File: config.mk
export PLATFORM = sky130hd
export DESIGN_NAME = rv32i_execute_unit
export DESIGN_NICKNAME = d
export VERILOG_FILES = /design/src/hw/rtl/rvx_pkg.sv /design/src/hw/rtl/rvx_ram.sv /design/src/hw/rtl/rvx_front.sv /design/src/hw/rtl/rvx_queue.sv /design/src/hw/rtl/rvx_back.sv /design/src/hw/rtl/rv32i_execute_unit.sv
export SDC_FILE = /design/constraint.sdc
export NUM_CORES = 2
export LEC_CHECK = 0
export ABC_CLOCK_PERIOD_IN_PS = 7650
export BUFFER_PORTS_ARGS = -buffer_cell sky130_fd_sc_hd__buf_4
export CAP_MARGIN = 40
export CORE_MARGIN = 2
export CORE_UTILIZATION = 35
export CTS_CLUSTER_DIAMETER = 80
export DETAILED_ROUTE_END_ITERATION = 16
export RECOVER_POWER = 25
export SETUP_SLACK_MARGIN = 0.15
export SYNTH_ARGS = -nofsm -noshare
export SYNTH_HDL_FRONTEND = slang
export SYNTH_SLANG_ARGS = --single-unit
File: constraint.sdc
create_clock -name aclk -period 7.65 [get_ports aclk]
set_input_delay 0 -clock aclk [delete_from_list [all_inputs] [get_ports aclk]]
set_output_delay 0 -clock aclk [all_outputs]
set_load 0.01 [all_outputs]
File: src/hw/rtl/rvx_pkg.sv
// shared types and constants for the rv32i execute unit
// no dependencies; imported by every module of the block but rvx_ram
package rvx_pkg;

    localparam int REG_COUNT   = 32;
    localparam int RA_W        = 5;
    localparam int RF_DEPTH    = 1 << RA_W;
    localparam int QUEUE_DEPTH = 2;
    localparam int QC_W        = $clog2(QUEUE_DEPTH + 1);

    localparam logic [6:0] OP_ALU_R  = 7'h33;
    localparam logic [6:0] OP_ALU_I  = 7'h13;
    localparam logic [6:0] OP_LOAD   = 7'h03;
    localparam logic [6:0] OP_STORE  = 7'h23;
    localparam logic [6:0] OP_BRANCH = 7'h63;
    localparam logic [6:0] OP_JAL    = 7'h6F;
    localparam logic [6:0] OP_JALR   = 7'h67;
    localparam logic [6:0] OP_LUI    = 7'h37;
    localparam logic [6:0] OP_AUIPC  = 7'h17;
    localparam logic [6:0] OP_MISC   = 7'h0F;
    localparam logic [6:0] OP_SYSTEM = 7'h73;

    localparam logic [6:0]  F7_BASE  = 7'h00;
    localparam logic [6:0]  F7_ALT   = 7'h20;
    localparam logic [31:0] INSTR_EBREAK = 32'h0010_0073;
    localparam logic [31:0] INSTR_ECALL  = 32'h0000_0073;
    localparam logic [31:0] CALL_WRITE   = 32'd64;
    localparam logic [31:0] CALL_EXIT    = 32'd93;
    localparam logic [31:0] FD_STDOUT    = 32'd1;
    localparam logic [31:0] FD_STDERR    = 32'd2;
    localparam logic [RA_W-1:0] REG_A0 = 5'd10;
    localparam logic [RA_W-1:0] REG_A1 = 5'd11;
    localparam logic [RA_W-1:0] REG_A2 = 5'd12;
    localparam logic [RA_W-1:0] REG_A7 = 5'd17;

    localparam logic [2:0] F3_ADD  = 3'd0;
    localparam logic [2:0] F3_SLL  = 3'd1;
    localparam logic [2:0] F3_SLT  = 3'd2;
    localparam logic [2:0] F3_SLTU = 3'd3;
    localparam logic [2:0] F3_XOR  = 3'd4;
    localparam logic [2:0] F3_SR   = 3'd5;
    localparam logic [2:0] F3_OR   = 3'd6;
    localparam logic [2:0] F3_AND  = 3'd7;

    localparam logic [2:0] F3_BEQ  = 3'd0;
    localparam logic [2:0] F3_BNE  = 3'd1;
    localparam logic [2:0] F3_BLT  = 3'd4;
    localparam logic [2:0] F3_BGE  = 3'd5;
    localparam logic [2:0] F3_BLTU = 3'd6;
    localparam logic [2:0] F3_BGEU = 3'd7;

    localparam logic [2:0] F3_LW   = 3'd2;
    localparam logic [2:0] F3_LWX  = 3'd3;
    localparam logic [2:0] F3_LHU  = 3'd5;

    localparam logic [2:0] PK_NONE = 3'd0;
    localparam logic [2:0] PK_LB   = 3'd1;
    localparam logic [2:0] PK_LH   = 3'd2;
    localparam logic [2:0] PK_LW   = 3'd3;
    localparam logic [2:0] PK_LBU  = 3'd4;
    localparam logic [2:0] PK_LHU  = 3'd5;

    typedef enum logic [2:0] {
        ST_OK, ST_EBREAK, ST_EXIT, ST_WRITE,
        ST_ILLEGAL, ST_MISALIGN, ST_BAD_STREAM, ST_UNKNOWN
    } status_t;

    typedef enum logic [1:0] {MOP_NONE, MOP_LOAD, MOP_STORE} mem_op_t;
    typedef enum logic [1:0] {SZ_BYTE, SZ_HALF, SZ_WORD} mem_size_t;

    typedef enum logic [3:0] {
        C_ALU_R, C_ALU_I, C_LOAD, C_STORE, C_BRANCH, C_JAL, C_JALR,
        C_LUI, C_AUIPC, C_NOP, C_EBREAK, C_ECALL, C_ILLEGAL, C_LRET
    } cls_t;

    typedef struct packed {
        cls_t            cls;
        logic [2:0]      f3;
        logic            alt;
        logic [RA_W-1:0] rd;
        logic [RA_W-1:0] rs1;
        logic [RA_W-1:0] rs2;
        logic [31:0]     imm;
        logic [31:0]     pc;
        logic [31:0]     ld;
    } qent_t;

    typedef struct packed {
        logic            fire;
        logic            wen;
        logic [RA_W-1:0] waddr;
    } bk_stat_t;

endpackage

File: src/hw/rtl/rvx_ram.sv
// generic single write, single registered read memory
// no dependencies
module rvx_ram #(
    parameter int WIDTH = 32,
    parameter int DEPTH = 32
) (
    input  logic                     aclk,
    input  logic                     we,
    input  logic [$clog2(DEPTH)-1:0] waddr,
    input  logic [WIDTH-1:0]         wdata,
    input  logic                     re,
    input  logic [$clog2(DEPTH)-1:0] raddr,
    output logic [WIDTH-1:0]         rdata
);
    logic [WIDTH-1:0] mem_reg [DEPTH];

    always_ff @(posedge aclk) begin
        if (we) begin
            mem_reg[waddr] <= wdata;
        end
        if (re) begin
            rdata <= mem_reg[raddr];
        end
    end
endmodule

File: src/hw/rtl/rvx_front.sv
// front end: takes input beats and classifies them into queue entries
// depends on rvx_pkg
module rvx_front (
    input  logic          s_mode,
    input  logic [31:0]   s_instr,
    input  logic [31:0]   s_instr_addr,
    input  logic [31:0]   s_load_data,
    output rvx_pkg::qent_t ent
);
    import rvx_pkg::*;

    logic [6:0]  op;
    logic [2:0]  f3;
    logic [6:0]  f7;
    logic [31:0] iimm, simm, bimm, jimm, uimm;

    assign op = s_instr[6:0];
    assign f3 = s_instr[14:12];
    assign f7 = s_instr[31:25];
    assign iimm = {{20{s_instr[31]}}, s_instr[31:20]};
    assign simm = {{20{s_instr[31]}}, s_instr[31:25], s_instr[11:7]};
    assign bimm = {{19{s_instr[31]}}, s_instr[31], s_instr[7], s_instr[30:25],
                   s_instr[11:8], 1'b0};
    assign jimm = {{11{s_instr[31]}}, s_instr[31], s_instr[19:12], s_instr[20],
                   s_instr[30:21], 1'b0};
    assign uimm = {s_instr[31:12], 12'b0};

    always_comb begin
        ent.cls = C_ILLEGAL;
        ent.f3  = f3;
        ent.alt = 1'b0;
        ent.rd  = s_instr[11:7];
        ent.rs1 = s_instr[19:15];
        ent.rs2 = s_instr[24:20];
        ent.imm = '0;
        ent.pc  = s_instr_addr;
        ent.ld  = s_load_data;
        if (s_mode) begin
            ent.cls = C_LRET;
        end else begin
            case (op)
                OP_ALU_R: begin
                    if (f7 == F7_BASE || (f7 == F7_ALT && (f3 == F3_ADD || f3 == F3_SR))) begin
                        ent.cls = C_ALU_R;
                        ent.alt = (f7 == F7_ALT);
                    end
                end
                OP_ALU_I: begin
                    if (!((f3 == F3_SLL && f7 != F7_BASE) ||
                          (f3 == F3_SR && f7 != F7_BASE && f7 != F7_ALT))) begin
                        ent.cls = C_ALU_I;
                        ent.imm = iimm;
                        ent.alt = (f3 == F3_SR && f7 == F7_ALT);
                    end
                end
                OP_LOAD: begin
                    if (f3 != F3_LWX && f3 <= F3_LHU) begin
                        ent.cls = C_LOAD;
                        ent.imm = iimm;
                    end
                end
                OP_STORE: begin
                    if (f3 <= F3_LW) begin
                        ent.cls = C_STORE;
                        ent.imm = simm;
                    end
                end
                OP_BRANCH: begin
                    if (f3 != 3'd2 && f3 != 3'd3) begin
                        ent.cls = C_BRANCH;
                        ent.imm = bimm;
                    end
                end
                OP_JAL: begin
                    ent.cls = C_JAL;
                    ent.imm = jimm;
                end
                OP_JALR: begin
                    if (f3 == F3_ADD) begin
                        ent.cls = C_JALR;
                        ent.imm = iimm;
                    end
                end
                OP_LUI: begin
                    ent.cls = C_LUI;
                    ent.imm = uimm;
                end
                OP_AUIPC: begin
                    ent.cls = C_AUIPC;
                    ent.imm = uimm;
                end
                OP_MISC: begin
                    ent.cls = C_NOP;
                end
                OP_SYSTEM: begin
                    if (s_instr == INSTR_EBREAK) begin
                        ent.cls = C_EBREAK;
                    end else if (s_instr == INSTR_ECALL) begin
                        ent.cls = C_ECALL;
                    end
                end
                default: begin
                    ent.cls = C_ILLEGAL;
                end
            endcase
        end
    end
endmodule

File: src/hw/rtl/rvx_queue.sv
// short queue of classified entries between front and back
// depends on rvx_pkg
module rvx_queue (
    input  logic                     aclk,
    input  logic                     aresetn,
    input  logic                     push,
    input  rvx_pkg::qent_t           push_ent,
    input  logic                     pop,
    output logic                     not_empty,
    output logic                     full,
    output logic [rvx_pkg::QC_W-1:0] count,
    output rvx_pkg::qent_t           head
);
    import rvx_pkg::*;

    localparam int PW = (QUEUE_DEPTH > 1) ? $clog2(QUEUE_DEPTH) : 1;

    qent_t           ent_reg [QUEUE_DEPTH];
    logic [PW-1:0]   wptr_reg, rptr_reg;
    logic [QC_W-1:0] count_reg;

    assign not_empty = (count_reg != '0);
    assign full      = (count_reg == QC_W'(QUEUE_DEPTH));
    assign count     = count_reg;
    assign head      = ent_reg[rptr_reg];

    always_ff @(posedge aclk) begin
        if (!aresetn) begin
            wptr_reg  <= '0;
            rptr_reg  <= '0;
            count_reg <= '0;
        end else begin
            if (push) begin
                wptr_reg <= (wptr_reg == PW'(QUEUE_DEPTH - 1)) ? '0 : wptr_reg + 1'b1;
            end
            if (pop) begin
                rptr_reg <= (rptr_reg == PW'(QUEUE_DEPTH - 1)) ? '0 : rptr_reg + 1'b1;
            end
            if (push && !pop) begin
                count_reg <= count_reg + 1'b1;
            end else if (pop && !push) begin
                count_reg <= count_reg - 1'b1;
            end
        end
    end

    always_ff @(posedge aclk) begin
        if (push) begin
            ent_reg[wptr_reg] <= push_ent;
        end
    end
endmodule

File: src/hw/rtl/rvx_back.sv
// back end: register file read, execute, write back and output register
// depends on rvx_pkg and rvx_ram
module rvx_back (
    input  logic                 aclk,
    input  logic                 aresetn,
    input  logic                 q_valid,
    input  rvx_pkg::qent_t       q_head,
    output logic                 q_pop,
    output logic                 m_valid,
    input  logic                 m_ready,
    output logic [2:0]           m_status,
    output logic [31:0]          m_next_pc,
    output logic [1:0]           m_mem_op,
    output logic [1:0]           m_mem_size,
    output logic [31:0]          m_mem_addr,
    output logic [31:0]          m_mem_wdata,
    output logic                 m_stream_sel,
    output rvx_pkg::bk_stat_t    stat
);
    import rvx_pkg::*;

    logic                b_valid_reg;
    qent_t               b_reg;
    logic                fwd1_reg, fwd2_reg, vld1_reg, vld2_reg;
    logic [31:0]         fdat_reg;
    logic [RF_DEPTH-1:0] vbits_reg;
    logic [31:0]         a0_reg, a1_reg, a2_reg, a7_reg;
    logic [RA_W-1:0]     prd_reg;
    logic [2:0]          pkind_reg;
    logic                m_valid_reg;
    logic [2:0]          st_reg;
    logic [31:0]         npc_reg, maddr_reg, wd_reg;
    logic [1:0]          mop_reg, msz_reg;
    logic                ss_reg;

    logic            fire;
    logic [31:0]     q1, q2, a, b, opb, alu_r, sum_ab, pc4, pc_imm, lv;
    logic            wen, wr_ok;
    logic [RA_W-1:0] waddr, prd_next;
    logic [31:0]     wdata;
    logic [2:0]      pkind_next;
    status_t         st;
    logic [31:0]     npc, maddr, wd;
    mem_op_t         mop;
    mem_size_t       msz;
    logic            ss, taken;

    assign fire  = b_valid_reg && (!m_valid_reg || m_ready);
    assign q_pop = q_valid && (!b_valid_reg || fire);

    rvx_ram #(.WIDTH(32), .DEPTH(RF_DEPTH)) u_rf1 (
        .aclk(aclk), .we(wen), .waddr(waddr), .wdata(wdata),
        .re(q_pop), .raddr(q_head.rs1), .rdata(q1)
    );
    rvx_ram #(.WIDTH(32), .DEPTH(RF_DEPTH)) u_rf2 (
        .aclk(aclk), .we(wen), .waddr(waddr), .wdata(wdata),
        .re(q_pop), .raddr(q_head.rs2), .rdata(q2)
    );

    // operands with bypass of the write landing in the read cycle
    assign a = fwd1_reg ? fdat_reg : (vld1_reg ? q1 : '0);
    assign b = fwd2_reg ? fdat_reg : (vld2_reg ? q2 : '0);
    assign opb    = (b_reg.cls == C_ALU_R) ? b : b_reg.imm;
    assign sum_ab = a + b_reg.imm;
    assign pc4    = b_reg.pc + 32'd4;
    assign pc_imm = b_reg.pc + b_reg.imm;

    always_comb begin
        case (b_reg.f3)
            F3_ADD:  alu_r = b_reg.alt ? a - opb : a + opb;
            F3_SLL:  alu_r = a << opb[4:0];
            F3_SLT:  alu_r = {31'b0, $signed(a) < $signed(opb)};
            F3_SLTU: alu_r = {31'b0, a < opb};
            F3_XOR:  alu_r = a ^ opb;
            F3_SR:   alu_r = b_reg.alt ? 32'($signed(a) >>> opb[4:0]) : a >> opb[4:0];
            F3_OR:   alu_r = a | opb;
            default: alu_r = a & opb;
        endcase
    end

    always_comb begin
        case (b_reg.f3)
            F3_BEQ:  taken = (a == b);
            F3_BNE:  taken = (a != b);
            F3_BLT:  taken = $signed(a) < $signed(b);
            F3_BGE:  taken = $signed(a) >= $signed(b);
            F3_BLTU: taken = a < b;
            F3_BGEU: taken = a >= b;
            default: taken = 1'b0;
        endcase
    end

    always_comb begin
        case (pkind_reg)
            PK_LB:   lv = {{24{b_reg.ld[7]}}, b_reg.ld[7:0]};
            PK_LH:   lv = {{16{b_reg.ld[15]}}, b_reg.ld[15:0]};
            PK_LBU:  lv = {24'b0, b_reg.ld[7:0]};
            PK_LHU:  lv = {16'b0, b_reg.ld[15:0]};
            default: lv = b_reg.ld;
        endcase
    end

    always_comb begin
        st         = ST_OK;
        npc        = pc4;
        mop        = MOP_NONE;
        msz        = SZ_BYTE;
        maddr      = '0;
        wd         = '0;
        ss         = 1'b0;
        wr_ok      = 1'b0;
        waddr      = b_reg.rd;
        wdata      = alu_r;
        prd_next   = prd_reg;
        pkind_next = pkind_reg;
        case (b_reg.cls)
            C_ALU_R, C_ALU_I: begin
                wr_ok = 1'b1;
            end
            C_LOAD: begin
                maddr = sum_ab;
                msz   = mem_size_t'(b_reg.f3[1:0]);
                if ((b_reg.f3[1:0] == 2'd1 && sum_ab[0]) ||
                    (b_reg.f3[1:0] == 2'd2 && sum_ab[1:0] != 2'b00)) begin
                    st  = ST_MISALIGN;
                    npc = b_reg.pc;
                end else begin
                    mop        = MOP_LOAD;
                    prd_next   = b_reg.rd;
                    pkind_next = (b_reg.f3 < F3_LWX) ? b_reg.f3 + 3'd1 : b_reg.f3;
                end
            end
            C_STORE: begin
                maddr = sum_ab;
                msz   = mem_size_t'(b_reg.f3[1:0]);
                if ((b_reg.f3[1:0] == 2'd1 && sum_ab[0]) ||
                    (b_reg.f3[1:0] == 2'd2 && sum_ab[1:0] != 2'b00)) begin
                    st  = ST_MISALIGN;
                    npc = b_reg.pc;
                end else begin
                    mop = MOP_STORE;
                    case (b_reg.f3[1:0])
                        2'd0:    wd = {24'b0, b[7:0]};
                        2'd1:    wd = {16'b0, b[15:0]};
                        default: wd = b;
                    endcase
                end
            end
            C_BRANCH: begin
                if (taken) begin
                    npc = pc_imm;
                end
            end
            C_JAL: begin
                wr_ok = 1'b1;
                wdata = pc4;
                npc   = pc_imm;
            end
            C_JALR: begin
                wr_ok = 1'b1;
                wdata = pc4;
                npc   = {sum_ab[31:1], 1'b0};
            end
            C_LUI: begin
                wr_ok = 1'b1;
                wdata = b_reg.imm;
            end
            C_AUIPC: begin
                wr_ok = 1'b1;
                wdata = pc_imm;
            end
            C_NOP: begin
                st = ST_OK;
            end
            C_EBREAK: begin
                st = ST_EBREAK;
            end
            C_ECALL: begin
                if (a7_reg == CALL_WRITE) begin
                    if (a0_reg == FD_STDOUT || a0_reg == FD_STDERR) begin
                        st    = ST_WRITE;
                        ss    = (a0_reg == FD_STDERR);
                        maddr = a1_reg;
                        wd    = a2_reg;
                        wr_ok = 1'b1;
                        waddr = REG_A0;
                        wdata = a2_reg;
                    end else begin
                        st  = ST_BAD_STREAM;
                        npc = b_reg.pc;
                    end
                end else if (a7_reg == CALL_EXIT) begin
                    st = ST_EXIT;
                    wd = a0_reg;
                end else begin
                    st  = ST_UNKNOWN;
                    npc = b_reg.pc;
                    wd  = a7_reg;
                end
            end
            C_LRET: begin
                npc = b_reg.pc;
                if (pkind_reg == PK_NONE || pkind_reg > PK_LHU) begin
                    st = ST_ILLEGAL;
                end else begin
                    wr_ok      = 1'b1;
                    waddr      = prd_reg;
                    wdata      = lv;
                    prd_next   = '0;
                    pkind_next = PK_NONE;
                end
            end
            default: begin
                st  = ST_ILLEGAL;
                npc = b_reg.pc;
            end
        endcase
    end

    // x0 and registers beyond the file are never written
    assign wen = fire && wr_ok && waddr != '0 && ({1'b0, waddr} < (RA_W + 1)'(REG_COUNT));

    assign stat.fire  = fire;
    assign stat.wen   = wen;
    assign stat.waddr = waddr;

    always_ff @(posedge aclk) begin
        if (!aresetn) begin
            b_valid_reg <= 1'b0;
            m_valid_reg <= 1'b0;
            vbits_reg   <= '0;
            a0_reg      <= '0;
            a1_reg      <= '0;
            a2_reg      <= '0;
            a7_reg      <= '0;
            prd_reg     <= '0;
            pkind_reg   <= PK_NONE;
        end else begin
            if (q_pop) begin
                b_valid_reg <= 1'b1;
            end else if (fire) begin
                b_valid_reg <= 1'b0;
            end
            if (fire) begin
                m_valid_reg <= 1'b1;
                prd_reg     <= prd_next;
                pkind_reg   <= pkind_next;
            end else if (m_ready) begin
                m_valid_reg <= 1'b0;
            end
            if (wen) begin
                vbits_reg[waddr] <= 1'b1;
                if (waddr == REG_A0) a0_reg <= wdata;
                if (waddr == REG_A1) a1_reg <= wdata;
                if (waddr == REG_A2) a2_reg <= wdata;
                if (waddr == REG_A7) a7_reg <= wdata;
            end
        end
    end

    always_ff @(posedge aclk) begin
        if (q_pop) begin
            b_reg    <= q_head;
            fwd1_reg <= wen && waddr == q_head.rs1;
            fwd2_reg <= wen && waddr == q_head.rs2;
            vld1_reg <= vbits_reg[q_head.rs1];
            vld2_reg <= vbits_reg[q_head.rs2];
            fdat_reg <= wdata;
        end
        if (fire) begin
            st_reg    <= st;
            npc_reg   <= npc;
            mop_reg   <= mop;
            msz_reg   <= msz;
            maddr_reg <= maddr;
            wd_reg    <= wd;
            ss_reg    <= ss;
        end
    end

    assign m_valid      = m_valid_reg;
    assign m_status     = st_reg;
    assign m_next_pc    = npc_reg;
    assign m_mem_op     = mop_reg;
    assign m_mem_size   = msz_reg;
    assign m_mem_addr   = maddr_reg;
    assign m_mem_wdata  = wd_reg;
    assign m_stream_sel = ss_reg;
endmodule

File: src/hw/rtl/rv32i_execute_unit.sv
// top level of the rv32i execute unit: front, queue and back
// depends on rvx_pkg, rvx_front, rvx_queue, rvx_back, rvx_ram
//
//  beat   | direction | ports
//  s_     | in        | mode, instr, instr_addr, load_data
//  m_     | out       | status, next_pc, mem_op, mem_size, mem_addr, mem_wdata, stream_sel
//
// one instruction or load return a cycle sustained while m_ready is held high; an input
// beat passes the queue, the register file read register and the output register
// before its result beat; register file reads are registered with a one-deep bypass
// from write back; synchronous active-low reset clears control state and the register file
// valid bits; s_ready drops only when the two-entry queue is full
module rv32i_execute_unit (
    input  logic        aclk,
    input  logic        aresetn,
    input  logic        s_valid,
    output logic        s_ready,
    input  logic        s_mode,
    input  logic [31:0] s_instr,
    input  logic [31:0] s_instr_addr,
    input  logic [31:0] s_load_data,
    output logic        m_valid,
    input  logic        m_ready,
    output logic [2:0]  m_status,
    output logic [31:0] m_next_pc,
    output logic [1:0]  m_mem_op,
    output logic [1:0]  m_mem_size,
    output logic [31:0] m_mem_addr,
    output logic [31:0] m_mem_wdata,
    output logic        m_stream_sel
);
    import rvx_pkg::*;

    qent_t           fr_ent, q_head;
    logic            q_ne, q_full, q_pop;
    logic [QC_W-1:0] q_count;
    bk_stat_t        bk_stat;

    assign s_ready = !q_full;

    rvx_front u_front (
        .s_mode(s_mode), .s_instr(s_instr), .s_instr_addr(s_instr_addr),
        .s_load_data(s_load_data), .ent(fr_ent)
    );

    rvx_queue u_queue (
        .aclk(aclk), .aresetn(aresetn), .push(s_valid && s_ready), .push_ent(fr_ent),
        .pop(q_pop), .not_empty(q_ne), .full(q_full), .count(q_count), .head(q_head)
    );

    rvx_back u_back (
        .aclk(aclk), .aresetn(aresetn), .q_valid(q_ne), .q_head(q_head), .q_pop(q_pop),
        .m_valid(m_valid), .m_ready(m_ready), .m_status(m_status), .m_next_pc(m_next_pc),
        .m_mem_op(m_mem_op), .m_mem_size(m_mem_size), .m_mem_addr(m_mem_addr),
        .m_mem_wdata(m_mem_wdata), .m_stream_sel(m_stream_sel), .stat(bk_stat)
    );

    a_no_x0_write: assert property (@(posedge aclk) disable iff (!aresetn)
        bk_stat.wen |-> bk_stat.waddr != '0)
        else $error("write back to x0");

    a_queue_bound: assert property (@(posedge aclk) disable iff (!aresetn)
        q_count <= QC_W'(QUEUE_DEPTH))
        else $error("queue count overrun");

    a_fire_result: assert property (@(posedge aclk) disable iff (!aresetn)
        bk_stat.fire |=> m_valid)
        else $error("executed beat without result");

    a_write_needs_fire: assert property (@(posedge aclk) disable iff (!aresetn)
        bk_stat.wen |-> bk_stat.fire)
        else $error("register write outside execute");
endmodule

; ---- Word level (Yosys, flattened, before mapping)
; Memories as Yosys holds them, arrays and structs flattened. A register that Yosys moved wholly into a read port is not among the register bits.
; Index checks and enable logic that the tools add are counted.
; Widths: inputs -> output; s select.
[totals]
ff_bits = 423
elab_cells = 276
output_inout_bits = 106
mem_bits_rw = 2286
memories = 3
[mem_list]
columns = memory, words, word_bits, rd, rd_ports_with_merged_regs, wr, line
row1 = u_back.u_rf1.mem_reg, 32, 32, 1, 1, 1, rvx_ram.sv:15  ; logic [WIDTH-1:0] mem_reg [DEPTH];
row2 = u_back.u_rf2.mem_reg, 32, 32, 1, 1, 1, rvx_ram.sv:15
row3 = u_queue.ent_reg, 2, 119, 1, 1, 1, rvx_queue.sv:18  ; qent_t ent_reg [QUEUE_DEPTH];
[op_classes]
n_bitwise = 4
n_eq_ne = 59
magnitude_cmp = 14
addsub = 10
reduce_logical = 58
shifts = 3
muxes = 94
[ops]
columns = op, count
row1 = $mux 32, 27
row2 = $pmux 32 s7, 2
row3 = $pmux 32 s2, 3
row4 = $pmux 32 s6, 1
row5 = $pmux 32 s5, 1
row6 = $lt 32x32->1, 4
row7 = $pmux 32 s4, 1
row8 = $add 32x32->32, 3
row9 = $eq 32x7->1 const B, 3
row10 = $ge 32x32->1, 2
row11 = $or 32x32->32, 2
row12 = $pmux 4 s11, 1
row13 = $add 32x3->32 const B, 1
row14 = $and 32x32->32, 1
row15 = $eq 32x1->1 const B, 1
row16 = $eq 32x2->1 const B, 1
row17 = $eq 32x21->1 const B, 1
row18 = $eq 32x32->1, 1
row19 = $mux 4, 8
row20 = $ne 32x32->1, 1
row21 = $shl 32x5->32, 1
row22 = $shr 32x5->32, 1
row23 = $sshr 32x5->32, 1
row24 = $sub 32x32->32, 1
row25 = 60 further kinds, 173

; ---- Logic depth before layout (Yosys ltp)
[logic_depth]
word_depth = 10
depth_mapped = 23

; ---- Cells and area by module
; A second synthesis with hierarchy kept.
[unflattened]
hier_cells = 9059
area_unflattened_um2 = 124979.9
[by_module_without_submodules]
columns = mod, cells_per_inst, area_each_um2, n_inst
row1 = rvx_ram, 2260, 40812.9, 2
row2 = rvx_back, 3921, 32956.6, 1
row3 = rvx_queue, 392, 8851.0, 1
row4 = rvx_front, 224, 1536.5, 1
row5 = rv32i_execute_unit, 2, 10.0, 1

; ---- Worst setup path after synthesis
; Ideal clock, no wire load.
[synth_path]
kind = flip-flop to flip-flop
from = register u_queue.count_reg[0] (netlist: u_queue.count[0])
to = memory u_queue.ent_reg[0][0] in the netlist's numbering, enable pin
arrival_time_ps = 5651
period_less_slack_ps = 6249
path_stages_with_launch = 4
path_slack_ps = 1401
cell_sequence = dfxtp_1 nand2b_1 nand2_1 nor2_1
[synth_via]
elab_chain_len = 5
[synth_lines]
columns = item, line
row1 = start: declaration, rvx_queue.sv:20  ; logic [QC_W-1:0] count_reg;
row2 = start signal: assignment, rvx_queue.sv:40  ; count_reg <= count_reg + 1'b1;
row3 = start signal: assignment, rvx_queue.sv:42  ; count_reg <= count_reg - 1'b1;
row4 = $eq 2x2->1, rvx_queue.sv:23  ; assign full = (count_reg == QC_W'(QUEUE_DEPTH));
row5 = $logic_not 1->1, rv32i_execute_unit.sv:39  ; assign s_ready = !q_full;
row6 = named net s_ready, rv32i_execute_unit.sv:17  ; output logic s_ready,
row7 = $logic_and 1x1->1, rv32i_execute_unit.sv:47  ; .aclk(aclk), .aresetn(aresetn), .push(s_valid && s_ready), .push_ent(fr_ent),
row8 = $mux 1, rvx_queue.sv:48  ; if (push) begin
row9 = $mux 1 (not written as such), rvx_queue.sv:49  ; ent_reg[wptr_reg] <= push_ent;
row10 = end: declaration, rvx_queue.sv:18
; The timed path passes the listed nets, and every way through them passes these cells.

==> impl_results.md <==
* Status: complete, but fails checks
* Failing checks: max-capacitance violations, max-slew violations
* Fillers at approximately 24000
* Max Slew Vio Count at 580
* Crit. End Element: flop
* Total track usage at 0.294
* Final hold viol count at 0
* Final setup violation count at 0
* Design area at 107000 um^2
* Synth Area in XOR/XNOR at 0.0124
* Max reg flops at 1024
* CTS tree: yes
* Leakage at ~37 nW
* Post-DRT Antenna Nets at 0
* Final period util at 0.885
* Post-synthesis adder-cell area fraction at 0.0280
* Nets at 8041
* Die height at 515 um
* Avg Cell Area, Syn at 12.6 um^2
* CTS clk-pin slew, worst paths at about 0.060 ns
* Remaining global-route overflow at 0
* Synth Area in Compound Gates at 0.112
* Wire length per cell at roughly 35 um
* Worst Setup EP: u_back.u_rf1.rdata[4]$_DFFE_PP_
* VDD IR max at 0.342 mV
* Simple-Gate Fraction of Synth Area at 0.108
* CP peak stage delay at 2.51 ns
* Asr flop ratio synth at 0
* Worst-Skew Late Latency at 0.93 ns
* Maximum Capacitance Violations at 9
* Min Tclk post-route at 6.77 ns
* First drt pass iteration count at 7
* Fin cells at 11300
* Placed Area at 99000 um^2
* CP Max Fanout at 64
* Via/cell ratio at 6.19
* Clk sinks at between 1500 and 2000
* Worst r2r dst: u_back.u_rf1.rdata[4]$_DFFE_PP_
* Post-synth EDFFs at roughly 1600
* Largest family of logic cells by synthesized area: multiplexers
* CTS Buffer Depth at 3
* Most common flop cell mapped by yosys: edfxtp_1
* Core Util, Final at 0.412
* Cells after Synth at 7263
* # DRC at 0
* H-tree levels at 4
* Total I/O pin count at a little over 200
* Horiz. Die Dim at between 500 and 600 um
* Postcts setup bufs at 0
* Sequential-to-total area share from yosys stat at 0.556
* Placed cells at 10800
* Worst slew pin tran at 4.17 ns
* Setup TNS after final layout at 0 ns
* Area growth, synth to finish at 17.3%
* Share of cells above drive strength 1 at 0.186
* Post-synthesis register bit count at 1750
* First-pass GRT wire length at between 500000 and 600000 um
* PwrDens at 479 nW/um^2
* Core area at between 200000 and 300000 um^2
* WHS at roughly 0.074 ns
* Fmax at 148 MHz
* Worst min path class: in -> reg
* Ys Warns at 0
* RSZ-0062 raised after global routing: false
* Port Buffers at 206
* Worst Path Arrival at 7.37 ns
* Die ar. at about 260000 um^2
* GPL Wtd Cong at 1.02
* CP max stage cell: clkbuf_1
* Starting DRT DRC Count at roughly 9000
* R2r setup slk at between 0.8 and 0.9 ns
* Starting Density at 0.352
* Worst setup SP type: flop
* Num rows at 187
* Worst R2R Path Depth at 7
* Crit path required time at 8.25 ns
* Pin count of the biggest net entering global routing at 107
* Vias in the first global route at 68400
* Rel. slew slack at -1.78
* Routed via count at 70000
* Synthesized area at 91300 um^2
* Critical path cell sequence: clkbuf_1 -> mux2_8 -> buf_4 -> nand2_1 -> nand3_1 -> nand2_1 -> o21ai_0
* Clock Tree Root: clkbuf_16
* WS Path Type: reg -> reg
* Mux share of post-synthesis cell area at 0.154
* CTS buffer count at 189
* Detail Placement HPWL at 278000 um
* Initial antenna violation count at 19
* Clk_skew at 0.0957 ns
* Total wire length at about 400000 um
* Post-synth cell types at 107
* Crit-path most repeated cell: nand2_1
## cells in the final DEF, fill, tap and decap left out, drive strengths merged, types with 32 or more instances in the layout
cell / netlist / final
clkinv: 6 / 75
dlygate4sd3: 0 / 196
nor2: 451 / 451
xor2: 43 / 43
o21a: 32 / 32
conb: 1 / 32
a22oi: 54 / 54
a21o: 56 / 56
nand3: 435 / 435
a211oi: 97 / 97
nor4: 42 / 42
o22ai: 35 / 35
mux2i: 81 / 81
mux2: 120 / 120
o221ai: 39 / 39
edfxtp: 1575 / 1575
and2: 37 / 37
nand2b: 37 / 37
nand2: 985 / 985
nor3: 89 / 89
dfxtp: 175 / 175
o21ai: 414 / 414
xnor2: 86 / 86
ha: 198 / 198
o211ai: 55 / 55
a22o: 43 / 43
buf: 183 / 343
mux4: 530 / 530
clkbuf: 307 / 426
a221oi: 55 / 55
a21oi: 383 / 383
inv: 168 / 183
a31oi: 55 / 55
## metal layers
layer | routed length [um] | up-vias | GRT usage
met2 | 186000 | 3907 | 0.474
met1 | 155000 | 36100 | 0.377
met4 | 25700 | 12 | 0.163
met3 | 31900 | 888 | 0.0494
li1 | - | 29200 | -
met5 | 72 | - | 0
## kinds of logic (layout without fill, tap and decap cells)
group / Yosys count / after routing
AO/OA/AOI/OAI: 1561 / 1561
multiplexers: 731 / 731
buffers and inverters: 664 / 1269
AND/OR/NAND/NOR: 2225 / 2225
other: 1 / 41
XOR/XNOR: 129 / 129
adder cells (fa/ha/maj): 202 / 202
flip-flops: 1750 / 1750
## worst max-delay path: cells and delay by family, from the launching register on
| family | cells | cell delay (ns) |
|---|---|---|
| compound gates | 1 | 0.48 |
| buf+inv | 2 | 3.19 |
| flops | 1 | 1.31 |
| mux | 1 | 1.01 |
| simple gates | 3 | 0.36 |
## through the flow
stage	setup slack, ns	power (mW)
CTS	1.22	51.0
detailed placement	1.22	41.1
finish	0.881	51.2
global route	0.449	53.0
floorplan	1.40	29.6
global placement	0.663	40.8
## area by class of cell
class	count	area (um^2)	share of cell area
inverters	174	668	0.00624
flip-flops and latches	1750	50800	0.475
clock inverters	129	1680	0.0157
well taps	3402	4260	0.0398
diodes	9	22.5	0.000210
clock buffers	223	4970	0.0464
multi-input cells	4880	38500	0.359
repair buffers	743	6180	0.0577
## worst min-delay path by stage
stage | start | end | slack (ns) | depth (start not counted)
6_report | s_instr[27] | u_queue.ent_reg[0][71]$_DFFE_PP_ | 0.07 | 3
2_1_floorplan | s_load_data[0] | u_queue.ent_reg[0][0]$_DFFE_PP_ | 0.1 | 0
5_1_grt | s_instr[27] | u_queue.ent_reg[0][71]$_DFFE_PP_ | 0.08 | 3
3_5_place_dp | s_instr_addr[3] | u_queue.ent_reg[1][35]$_DFFE_PP_ | 0.19 | 1
3_3_place_gp | s_load_data[7] | u_queue.ent_reg[0][7]$_DFFE_PP_ | 0.19 | 1
4_1_cts | s_instr[27] | u_queue.ent_reg[0][71]$_DFFE_PP_ | 0.006 | 3
## power by group
group	switching, mW	total (mW)	internal (mW)
Combinational	18.0	25.9	7.91
Sequential	1.23	15.6	14.4
Clock	4.15	9.69	5.54
Total	23.4	51.2	27.8
## synth_stat cells (54+ instances only)
library cell,instances,share of area
a211oi_1,92,0.0076
nand2_1,984,0.040
nand3_1,434,0.024
a22oi_1,54,0.0044
buf_1,117,0.0048
edfxtp_1,1575,0.52
dfxtp_1,175,0.038
mux4_2,530,0.13
mux2_2,120,0.015
ha_1,198,0.027
nor2_1,448,0.018
inv_1,162,0.0067
o211ai_1,55,0.0045
a221oi_1,54,0.0052
a31oi_1,55,0.0038
nor3_1,88,0.0048
clkbuf_1,306,0.013
a21o_1,56,0.0046
a21oi_1,380,0.021
mux2i_1,81,0.0089
xnor2_1,86,0.0083
o21ai_0,387,0.021
## what timing repair did
action                                 CTS  global route
endpoints found under the hold margin  295             0
gates resized for setup                  0             0
hold buffers                           196             0
(Power assumes the default switching activity.)
